## src/kbsc_pkg.sv

```systemverilog
`default_nettype none

package kbsc_pkg;

   localparam int TABLE_ENTRIES = 128;

   localparam logic [7:0] RELEASE_BIT = 8'h80;
   localparam logic [7:0] PAD_PREFIX  = 8'h79;
   localparam logic [7:0] SHIFT_MAKE  = 8'h71;
   localparam logic [7:0] SHIFT_BREAK = 8'hf1;

   localparam logic [1:0] ACTION_RELEASE = 2'd0;
   localparam logic [1:0] ACTION_REPEAT  = 2'd2;

   localparam logic [7:0] CODE_CAPS      = 8'd58;
   localparam logic [7:0] CODE_PAD_STAR  = 8'd55;
   localparam logic [7:0] CODE_PAD_PLUS  = 8'd78;
   localparam logic [7:0] CODE_PAD_SLASH = 8'd98;

   localparam int QUEUE_DEPTH = 4;
   localparam int QUEUE_AW    = $clog2(QUEUE_DEPTH);

   typedef enum logic [1:0] {
      KIND_SINGLE,
      KIND_PAD,
      KIND_SHIFT
   } kind_type;

   typedef struct packed {
      kind_type   kind;
      logic       press;
      logic [7:0] scan;
   } entry_type;

   typedef struct packed {
      logic full;
      logic empty;
   } q_status_type;

   function automatic logic is_pad_key(input logic [7:0] c);
      is_pad_key = (c == 8'd69) || (c >= 8'd71 && c <= 8'd77) ||
                   (c >= 8'd79 && c <= 8'd83) || (c == 8'd96) ||
                   (c == 8'd103) || (c == 8'd105) || (c == 8'd106) ||
                   (c == 8'd108);
   endfunction

   // bit 8 valid, bits 7..0 scan code
   function automatic logic [8:0] rom_lookup(input logic [6:0] idx);
      rom_lookup = 9'd0;
      case (idx)
         7'd2:   rom_lookup = 9'h125;  7'd3:   rom_lookup = 9'h127;
         7'd4:   rom_lookup = 9'h129;  7'd5:   rom_lookup = 9'h12b;
         7'd6:   rom_lookup = 9'h12f;  7'd7:   rom_lookup = 9'h12d;
         7'd8:   rom_lookup = 9'h135;  7'd9:   rom_lookup = 9'h139;
         7'd10:  rom_lookup = 9'h133;  7'd11:  rom_lookup = 9'h13b;
         7'd12:  rom_lookup = 9'h137;  7'd13:  rom_lookup = 9'h131;
         7'd14:  rom_lookup = 9'h167;  7'd15:  rom_lookup = 9'h161;
         7'd16:  rom_lookup = 9'h119;  7'd17:  rom_lookup = 9'h11b;
         7'd18:  rom_lookup = 9'h11d;  7'd19:  rom_lookup = 9'h11f;
         7'd20:  rom_lookup = 9'h123;  7'd21:  rom_lookup = 9'h121;
         7'd22:  rom_lookup = 9'h141;  7'd23:  rom_lookup = 9'h145;
         7'd24:  rom_lookup = 9'h13f;  7'd25:  rom_lookup = 9'h147;
         7'd26:  rom_lookup = 9'h143;  7'd27:  rom_lookup = 9'h13d;
         7'd28:  rom_lookup = 9'h149;  7'd29:  rom_lookup = 9'h175;
         7'd30:  rom_lookup = 9'h101;  7'd31:  rom_lookup = 9'h103;
         7'd32:  rom_lookup = 9'h105;  7'd33:  rom_lookup = 9'h107;
         7'd34:  rom_lookup = 9'h10b;  7'd35:  rom_lookup = 9'h109;
         7'd36:  rom_lookup = 9'h14d;  7'd37:  rom_lookup = 9'h151;
         7'd38:  rom_lookup = 9'h14b;  7'd39:  rom_lookup = 9'h153;
         7'd40:  rom_lookup = 9'h14f;  7'd41:  rom_lookup = 9'h165;
         7'd42:  rom_lookup = 9'h171;  7'd43:  rom_lookup = 9'h155;
         7'd44:  rom_lookup = 9'h10d;  7'd45:  rom_lookup = 9'h10f;
         7'd46:  rom_lookup = 9'h111;  7'd47:  rom_lookup = 9'h113;
         7'd48:  rom_lookup = 9'h117;  7'd49:  rom_lookup = 9'h15b;
         7'd50:  rom_lookup = 9'h15d;  7'd51:  rom_lookup = 9'h157;
         7'd52:  rom_lookup = 9'h15f;  7'd53:  rom_lookup = 9'h159;
         7'd54:  rom_lookup = 9'h171;  7'd55:  rom_lookup = 9'h105;
         7'd56:  rom_lookup = 9'h16f;  7'd57:  rom_lookup = 9'h163;
         7'd58:  rom_lookup = 9'h173;
         7'd69:  rom_lookup = 9'h10f;  7'd71:  rom_lookup = 9'h133;
         7'd72:  rom_lookup = 9'h137;  7'd73:  rom_lookup = 9'h139;
         7'd74:  rom_lookup = 9'h11d;  7'd75:  rom_lookup = 9'h12d;
         7'd76:  rom_lookup = 9'h12f;  7'd77:  rom_lookup = 9'h131;
         7'd78:  rom_lookup = 9'h10d;  7'd79:  rom_lookup = 9'h127;
         7'd80:  rom_lookup = 9'h129;  7'd81:  rom_lookup = 9'h12b;
         7'd82:  rom_lookup = 9'h125;  7'd83:  rom_lookup = 9'h103;
         7'd86:  rom_lookup = 9'h155;
         7'd96:  rom_lookup = 9'h119;  7'd97:  rom_lookup = 9'h175;
         7'd98:  rom_lookup = 9'h11b;  7'd100: rom_lookup = 9'h16f;
         7'd103: rom_lookup = 9'h11b;  7'd105: rom_lookup = 9'h10d;
         7'd106: rom_lookup = 9'h105;  7'd108: rom_lookup = 9'h111;
         7'd125: rom_lookup = 9'h16f;  7'd126: rom_lookup = 9'h16f;
         7'd127: rom_lookup = 9'h16f;
         default: rom_lookup = 9'd0;
      endcase
   endfunction

endpackage

`default_nettype wire

```

## src/kbsc_front.sv

```systemverilog
`default_nettype none

module kbsc_front (
   input  wire                    clock,
   input  wire                    reset,
   input  wire                    req_push,
   input  wire  [7:0]             req_key_code,
   input  wire  [1:0]             req_key_action,
   input  kbsc_pkg::q_status_type q_status,
   output logic                   q_push,
   output kbsc_pkg::entry_type    q_entry
);
   import kbsc_pkg::*;

   logic       caps_ff, caps_in;
   logic [8:0] rom_word;
   logic       in_range, hit, press, accept, is_caps;
   logic [7:0] sc;

   always_comb begin
      rom_word = rom_lookup(req_key_code[6:0]);
      in_range = !req_key_code[7] && ({1'b0, req_key_code} < 9'(TABLE_ENTRIES));
      hit      = in_range && rom_word[8] && (req_key_action != ACTION_REPEAT);
      press    = (req_key_action != ACTION_RELEASE);
      sc       = rom_word[7:0];
      is_caps  = (req_key_code == CODE_CAPS);
      accept   = req_push && !q_status.full;

      caps_in       = caps_ff;
      q_entry.press = press;
      q_entry.scan  = press ? sc : (sc | RELEASE_BIT);
      q_entry.kind  = KIND_SINGLE;
      q_push        = accept && hit;

      if (is_caps) begin
         q_push = accept && hit && press;
         q_entry.scan = !caps_ff ? sc : (sc | RELEASE_BIT);
         if (accept && hit && press) begin
            caps_in = !caps_ff;
         end
      end else if (req_key_code == CODE_PAD_STAR || req_key_code == CODE_PAD_PLUS ||
                   req_key_code == CODE_PAD_SLASH) begin
         q_entry.kind = KIND_SHIFT;
      end else if (is_pad_key(req_key_code)) begin
         q_entry.kind = KIND_PAD;
      end
   end

   always_ff @(posedge clock) begin
      if (reset) begin
         caps_ff <= 1'b0;
      end else begin
         caps_ff <= caps_in;
      end
   end

endmodule

`default_nettype wire

```

## src/kbsc_queue.sv

```systemverilog
`default_nettype none

module kbsc_queue (
   input  wire                    clock,
   input  wire                    reset,
   input  wire                    push,
   input  kbsc_pkg::entry_type    push_entry,
   input  wire                    pop,
   output kbsc_pkg::entry_type    head,
   output kbsc_pkg::q_status_type status
);
   import kbsc_pkg::*;

   entry_type             mem_ff [QUEUE_DEPTH];
   logic [QUEUE_AW-1:0]   wr_ptr_ff, wr_ptr_in, rd_ptr_ff, rd_ptr_in;
   logic [QUEUE_AW:0]     count_ff, count_in;
   logic                  do_push, do_pop;

   always_comb begin
      status.full  = (count_ff == (QUEUE_AW+1)'(QUEUE_DEPTH));
      status.empty = (count_ff == '0);
      do_push      = push && !status.full;
      do_pop       = pop && !status.empty;
      head         = mem_ff[rd_ptr_ff];
      wr_ptr_in    = do_push ? QUEUE_AW'(wr_ptr_ff + 1'b1) : wr_ptr_ff;
      rd_ptr_in    = do_pop ? QUEUE_AW'(rd_ptr_ff + 1'b1) : rd_ptr_ff;
      count_in     = count_ff;
      if (do_push && !do_pop) begin
         count_in = (QUEUE_AW+1)'(count_ff + 1'b1);
      end else if (do_pop && !do_push) begin
         count_in = (QUEUE_AW+1)'(count_ff - 1'b1);
      end
   end

   always_ff @(posedge clock) begin
      if (reset) begin
         wr_ptr_ff <= '0;
         rd_ptr_ff <= '0;
         count_ff  <= '0;
      end else begin
         wr_ptr_ff <= wr_ptr_in;
         rd_ptr_ff <= rd_ptr_in;
         count_ff  <= count_in;
      end
   end

   always_ff @(posedge clock) begin
      if (do_push) begin
         mem_ff[wr_ptr_ff] <= push_entry;
      end
   end

endmodule

`default_nettype wire

```

## src/kbsc_back.sv

```systemverilog
`default_nettype none

module kbsc_back (
   input  wire                    clock,
   input  wire                    reset,
   input  kbsc_pkg::entry_type    head,
   input  kbsc_pkg::q_status_type q_status,
   output logic                   q_pop,
   input  wire                    rsp_pop,
   output logic                   rsp_empty,
   output logic [7:0]             rsp_scan_byte,
   output logic                   rsp_last_byte
);
   import kbsc_pkg::*;

   logic       out_valid_ff, out_valid_in;
   logic [7:0] out_byte_ff, out_byte_in;
   logic       out_last_ff, out_last_in;
   logic [1:0] step_ff, step_in;
   logic       out_free, emit;
   logic [7:0] byte_sel;
   logic       last_sel;

   always_comb begin
      unique case (head.kind)
         KIND_PAD: begin
            byte_sel = (step_ff == 2'd0) ? PAD_PREFIX : head.scan;
            last_sel = (step_ff == 2'd1);
         end
         KIND_SHIFT: begin
            if (step_ff == 2'd0) begin
               byte_sel = head.press ? SHIFT_MAKE : SHIFT_BREAK;
            end else if (step_ff == 2'd1) begin
               byte_sel = PAD_PREFIX;
            end else begin
               byte_sel = head.scan;
            end
            last_sel = (step_ff == 2'd2);
         end
         default: begin
            byte_sel = head.scan;
            last_sel = 1'b1;
         end
      endcase

      out_free = !out_valid_ff || rsp_pop;
      emit     = out_free && !q_status.empty;
      q_pop    = emit && last_sel;

      out_valid_in = out_valid_ff && !rsp_pop;
      out_byte_in  = out_byte_ff;
      out_last_in  = out_last_ff;
      step_in      = step_ff;
      if (emit) begin
         out_valid_in = 1'b1;
         out_byte_in  = byte_sel;
         out_last_in  = last_sel;
         step_in      = last_sel ? 2'd0 : 2'(step_ff + 1'b1);
      end

      rsp_empty     = !out_valid_ff;
      rsp_scan_byte = out_byte_ff;
      rsp_last_byte = out_last_ff;
   end

   always_ff @(posedge clock) begin
      if (reset) begin
         out_valid_ff <= 1'b0;
         step_ff      <= 2'd0;
      end else begin
         out_valid_ff <= out_valid_in;
         step_ff      <= step_in;
      end
   end

   always_ff @(posedge clock) begin
      out_byte_ff <= out_byte_in;
      out_last_ff <= out_last_in;
   end

endmodule

`default_nettype wire

```

## src/keycode_to_keyboard_scancode.sv

```systemverilog
// Key event to legacy keyboard scan byte translator.
// Input channel: present req_key_code / req_key_action with req_push; the
// transaction is taken at a clock edge with req_push high and req_full low.
// Releases, presses and repeats are all taken at the input; repeats,
// unmapped codes and caps lock releases yield no bytes.
// Result channel: while rsp_empty is low, rsp_scan_byte / rsp_last_byte hold
// the oldest byte; it is taken at an edge with rsp_pop high.
// Path: the first byte of an event is written into the event queue and then
// into the output register before it shows on the result ports.
// Throughput: the front takes one event per cycle while its 4-entry event
// queue has room; the back sequencer emits one byte per cycle while the
// output register is empty or popped, and an event yields 1, 2 or 3 bytes
// (plain key, keypad/arrow key, keypad asterisk/plus/slash). Sustained rate
// is set by the back.
// Stall: with rsp_pop low the output register holds, the back stops and the
// queue fills; req_full rises once four events wait.
// Reset: clears the caps lock flag, the queue and the output register.
`default_nettype none

module keycode_to_keyboard_scancode (
   input  wire        clock,
   input  wire        reset,
   input  wire        req_push,
   output logic       req_full,
   input  wire  [7:0] req_key_code,
   input  wire  [1:0] req_key_action,
   output logic       rsp_empty,
   input  wire        rsp_pop,
   output logic [7:0] rsp_scan_byte,
   output logic       rsp_last_byte
);
   import kbsc_pkg::*;

   q_status_type q_status;
   entry_type    q_entry, q_head;
   logic         q_push, q_pop;

   assign req_full = q_status.full;

   kbsc_front u_front (
      .clock          (clock),
      .reset          (reset),
      .req_push       (req_push),
      .req_key_code   (req_key_code),
      .req_key_action (req_key_action),
      .q_status       (q_status),
      .q_push         (q_push),
      .q_entry        (q_entry)
   );

   kbsc_queue u_queue (
      .clock      (clock),
      .reset      (reset),
      .push       (q_push),
      .push_entry (q_entry),
      .pop        (q_pop),
      .head       (q_head),
      .status     (q_status)
   );

   kbsc_back u_back (
      .clock         (clock),
      .reset         (reset),
      .head          (q_head),
      .q_status      (q_status),
      .q_pop         (q_pop),
      .rsp_pop       (rsp_pop),
      .rsp_empty     (rsp_empty),
      .rsp_scan_byte (rsp_scan_byte),
      .rsp_last_byte (rsp_last_byte)
   );

`ifndef SYNTHESIS
   a_no_push_when_full: assert property (@(posedge clock) disable iff (reset)
      q_status.full |-> !q_push)
      else $error("event queue written while full");

   a_pop_needs_entry: assert property (@(posedge clock) disable iff (reset)
      q_pop |-> !q_status.empty)
      else $error("event queue popped while empty");

   a_reset_clears: assert property (@(posedge clock)
      $past(reset) |-> (rsp_empty && q_status.empty))
      else $error("output or queue not empty after reset");
`endif

endmodule

`default_nettype wire

```

## config.mk

```make
export PLATFORM = sky130hd
export DESIGN_NAME = keycode_to_keyboard_scancode
export DESIGN_NICKNAME = d
export VERILOG_FILES = /design/src/kbsc_pkg.sv /design/src/kbsc_front.sv /design/src/kbsc_queue.sv /design/src/kbsc_back.sv /design/src/keycode_to_keyboard_scancode.sv
export SDC_FILE = /design/constraint.sdc
export NUM_CORES = 1
export LEC_CHECK = 0
export ABC_AREA = 1
export BUFFER_PORTS_ARGS = -buffer_cell sky130_fd_sc_hd__buf_2
export CORE_ASPECT_RATIO = 0.75
export CORE_MARGIN = 3
export CORE_UTILIZATION = 40
export DETAILED_ROUTE_END_ITERATION = 16
export GPL_TIMING_DRIVEN = 0
export PLACE_DENSITY = 0.55
export SYNTH_ARGS = -nofsm -noshare
export SYNTH_HDL_FRONTEND = slang
export SYNTH_HIERARCHICAL = 1
export SYNTH_SLANG_ARGS = --single-unit
export TNS_END_PERCENT = 10
```

## constraint.sdc

```tcl
create_clock -name clock -period 4.6 [get_ports clock]
set_clock_uncertainty 0.05 [all_clocks]
set_input_delay 0.92 -clock clock [delete_from_list [all_inputs] [get_ports clock]]
set_output_delay 0.92 -clock clock [all_outputs]
set_load 0.02 [all_outputs]
```

==> flow_metrics.tcl <==
set metrics [dict create \
    antenna_cells_inserted 0 \
    worst_ep_arrival_time_ns 3.53 \
    mostFrequentLayoutCell "nand2_1" \
    insertion_delay_ns 0.33 \
    drv_cap 0 \
    synth-async-reset-ratio 0 \
    crit_top_cell "nor2_1" \
    top_level_ports 25 \
    max_freq_mhz 275 \
    internal-power_mw 1.44 \
    number_of_antenna_violations_at_the_first_check_in_global_routing 0 \
    cp-end-kind "flop" \
    fin_hold_ws_ns 0.455 \
    cts-buffers-inserted 9 \
    setup-tns-final_ns 0 \
    crit_type "input pin to flop" \
    cts.repair.resized 0 \
    seq_area_frac_synth 0.434 \
    initial_core_util 0.413 \
    placement.io_buffers 22 \
    post_synth_num_cell_types 43 \
    detailed_router_s_first_iteration_violation_count 353 \
    clk_transition_reported_paths_ns 0.05 \
    core-area_um2 10300 \
    yosys_most_used_dff "edfxtp_1" \
    grt_first_pass_wirelength_mm 17.4 \
    num-nets-final 573 \
    max_stage_delay_ns 0.93 \
    data_required_time_of_the_critical_path_ns 4.49 \
    post-layout-total-power_mw 2.18 \
    vdd_ir_drop_max_mv 0.187 \
    total_routing_usage_reported_by_global_routing 0.187 \
    die-height_um 95.5 \
    number_of_flops_mapped_to_enable_cells_by_yosys 53 \
    root_buffer "clkbuf_16" \
    grt_max_degree 12 \
    postSynthCellCount 505 \
    average_size_of_a_mapped_cell_um2 8.46 \
    cts_tree "built" \
    final_layout_size_suffix_gt1_frac 0.193 \
    post-synth-top-area-fraction 0.373 \
    drtPass1Iterations 5 \
    number_of_global_route_vias_before_repair 3342 \
    overflow 0 \
    wl_per_cell_um 16.1 \
    synth.cell_area_um2 4270 \
    synthesis.nets 540 \
    timing.slew.headroom 0.167 \
    timing.final.max_slew_violations 0 \
    slowest_stage "nor2_1" \
    crit_fanout 11 \
    fin_crit_ns 3.64 \
    final.period_utilization 0.792 \
    hold_class "flop to flop" \
    main_area_contributors_after_synthesis "edfxtp_1, nand2_1, dfxtp_1, ha_1, nor2_1" \
    clock-sinks 66 \
    ant_nets 0 \
    flop_and_latch_count_out_of_synthesis 66 \
    finalSetupViolCount 0 \
    power_frac_clock 0.326 \
    layout.cells.most_common_list "nand2_1, nor2_1, inv_1" \
    detail_route.vias_per_cell 5.34 \
    number_of_buffer_and_inverter_instances_along_the_worst_setup_path 4 \
    worst-slew-pin-transition_ns 1.25 \
    die_w_um 125 \
    remaining_drc_errors 0 \
    fillCellCount 1029 \
    hold_viol_final 0 \
    status "finished, final reports clean" \
    grt_setup_unrepaired "no" \
    via_count 3629 \
    total_switching_power_mw 0.740 \
    drt-total-wl_mm 10.9 \
    post-cts-setup-buffers 0 \
    warnings_synthesis 6 \
    fp-row-count 32 \
    design.die.area_um2 12000 \
    crit_path_start_kind "input pin" \
    power.share.switching 0.339 \
    static-leakage-power_nw 2.11 \
    crit_path_cell_trace "buf_2 > inv_2 > ha_1 > inv_1 > nand3_2 > nor2_1 > nor2_1 > nand3_2 > nand2_1 > inv_2 > o211a_1 > nand2_4 > nor2_1" \
    cellPowerDensity_nw_per_um2 449 \
    p_seq_frac 0.363 \
    post-dp-hpwl_mm 8.25 \
    critPathTopFamily "simple AND/OR/NAND/NOR gates" \
    comb_power_share 0.311 \
    holdBufCountCts 0 \
    h-tree-depth 3 \
    routabilityCongestion 0.984 \
    ctsLongestPathBuffers 2 \
    cell_type_with_the_highest_aggregate_area_in_the_netlist "edfxtp_1" \
    areaGrowthSynthToFinish_pct 13.8 \
]
-- power by group through the flow --
stage | combinational, mW | sequential (mW) | clock, mW
after floorplan | 0.441 | 0.857 | 0
after global routing | 0.753 | 0.803 | 0.750
after global placement | 0.670 | 0.802 | 0
final | 0.678 | 0.793 | 0.711
after detailed placement | 0.672 | 0.805 | 0
after CTS | 0.674 | 0.793 | 0.727
-- cell families after synthesis --
logic type               share of synthesized area
AND/OR/NAND/NOR                              0.274
adder cells (fa/ha/maj)                     0.0633
AO/OA/AOI/OAI                                0.132
buffers and inverters                       0.0946
flip-flops                                   0.434
XOR/XNOR                                   0.00205
-- synthesized netlist by cell type (7+ instances only) --
cell and n:
ha_1 20, inv_1 55, edfxtp_1 53, nor2_1 62, a21oi_1 22, o21ai_0 16, o21ai_1 27, o211ai_1 7
nor2_2 8, nand2_1 93, dfxtp_1 13, o22ai_1 12, buf_2 7, nand3_1 36, inv_2 12
-- through the flow --
step | instances | area, µm² | setup slack [ns] | utilization
floorplan | 505 | 4270 | 1.41 | -
global placement | 663 | 4550 | 0.668 | 0.441
detailed placement | 663 | 4550 | 0.666 | 0.441
CTS | 679 | 4860 | 1.02 | 0.471
global route | 679 | 4860 | 0.763 | 0.471
finish | 679 | 4860 | 0.957 | 0.471
-- final cells by class --
type | count | area (µm²) | share of cell area
multi-input combinational | 352 | 2010 | 0.414
sequential | 66 | 1850 | 0.381
inverter | 70 | 272 | 0.0559
clock buffer | 10 | 229 | 0.0471
tap | 136 | 170 | 0.0350
buffer | 17 | 133 | 0.0273
timing repair buffer | 22 | 110 | 0.0227
clock inverter | 6 | 81.3 | 0.0167
-- flip-flops by register name, indices dropped and copies added, names as in the netlist, named ones only --
| register | flops |
|---|---|
| u_back/rsp_scan_byte | 8 |
| u_front/caps_ff | 1 |
| u_queue/rd_ptr_ff | 2 |
| u_back/out_valid_ff | 1 |
| u_queue/count_ff | 3 |
| u_back/rsp_last_byte | 1 |
| u_queue/mem_ff | 44 |
| u_queue/wr_ptr_ff | 2 |
| u_back/step_ff | 2 |
-- tightest hold or removal path, stage by stage (launching register included) --
cell and delay (ns):
dfxtp_1 0.32, nand2_1 0.07, a21oi_1 0.06
-- path summary, 6_finish.rpt --
path,slack [ns],cells after the start,from,endpoint
max,0.96,13,req_key_code[1],u_queue/mem_ff[3][3]$_DFFE_PP_
min reg2reg,0.45,2,u_queue/rd_ptr_ff[1]$_SDFFE_PP0P_,u_queue/rd_ptr_ff[1]$_SDFFE_PP0P_
min,0.45,2,u_queue/rd_ptr_ff[1]$_SDFFE_PP0P_,u_queue/rd_ptr_ff[1]$_SDFFE_PP0P_
max reg2reg,1.44,16,flop,u_queue/count_ff[1]$_SDFFE_PP0P_
-- layer usage --
| layer | track usage | up-vias | routed length, µm |
|---|---|---|---|
| met5 | 0 | - | 0 |
| met1 | 0.271 | 1675 | 5270 |
| met3 | 0.0717 | 13 | 1110 |
| li1 | - | 1774 | - |
| met2 | 0.259 | 167 | 4460 |
| met4 | 0.0460 | 0 | 110 |
(Power assumes the default switching activity.)
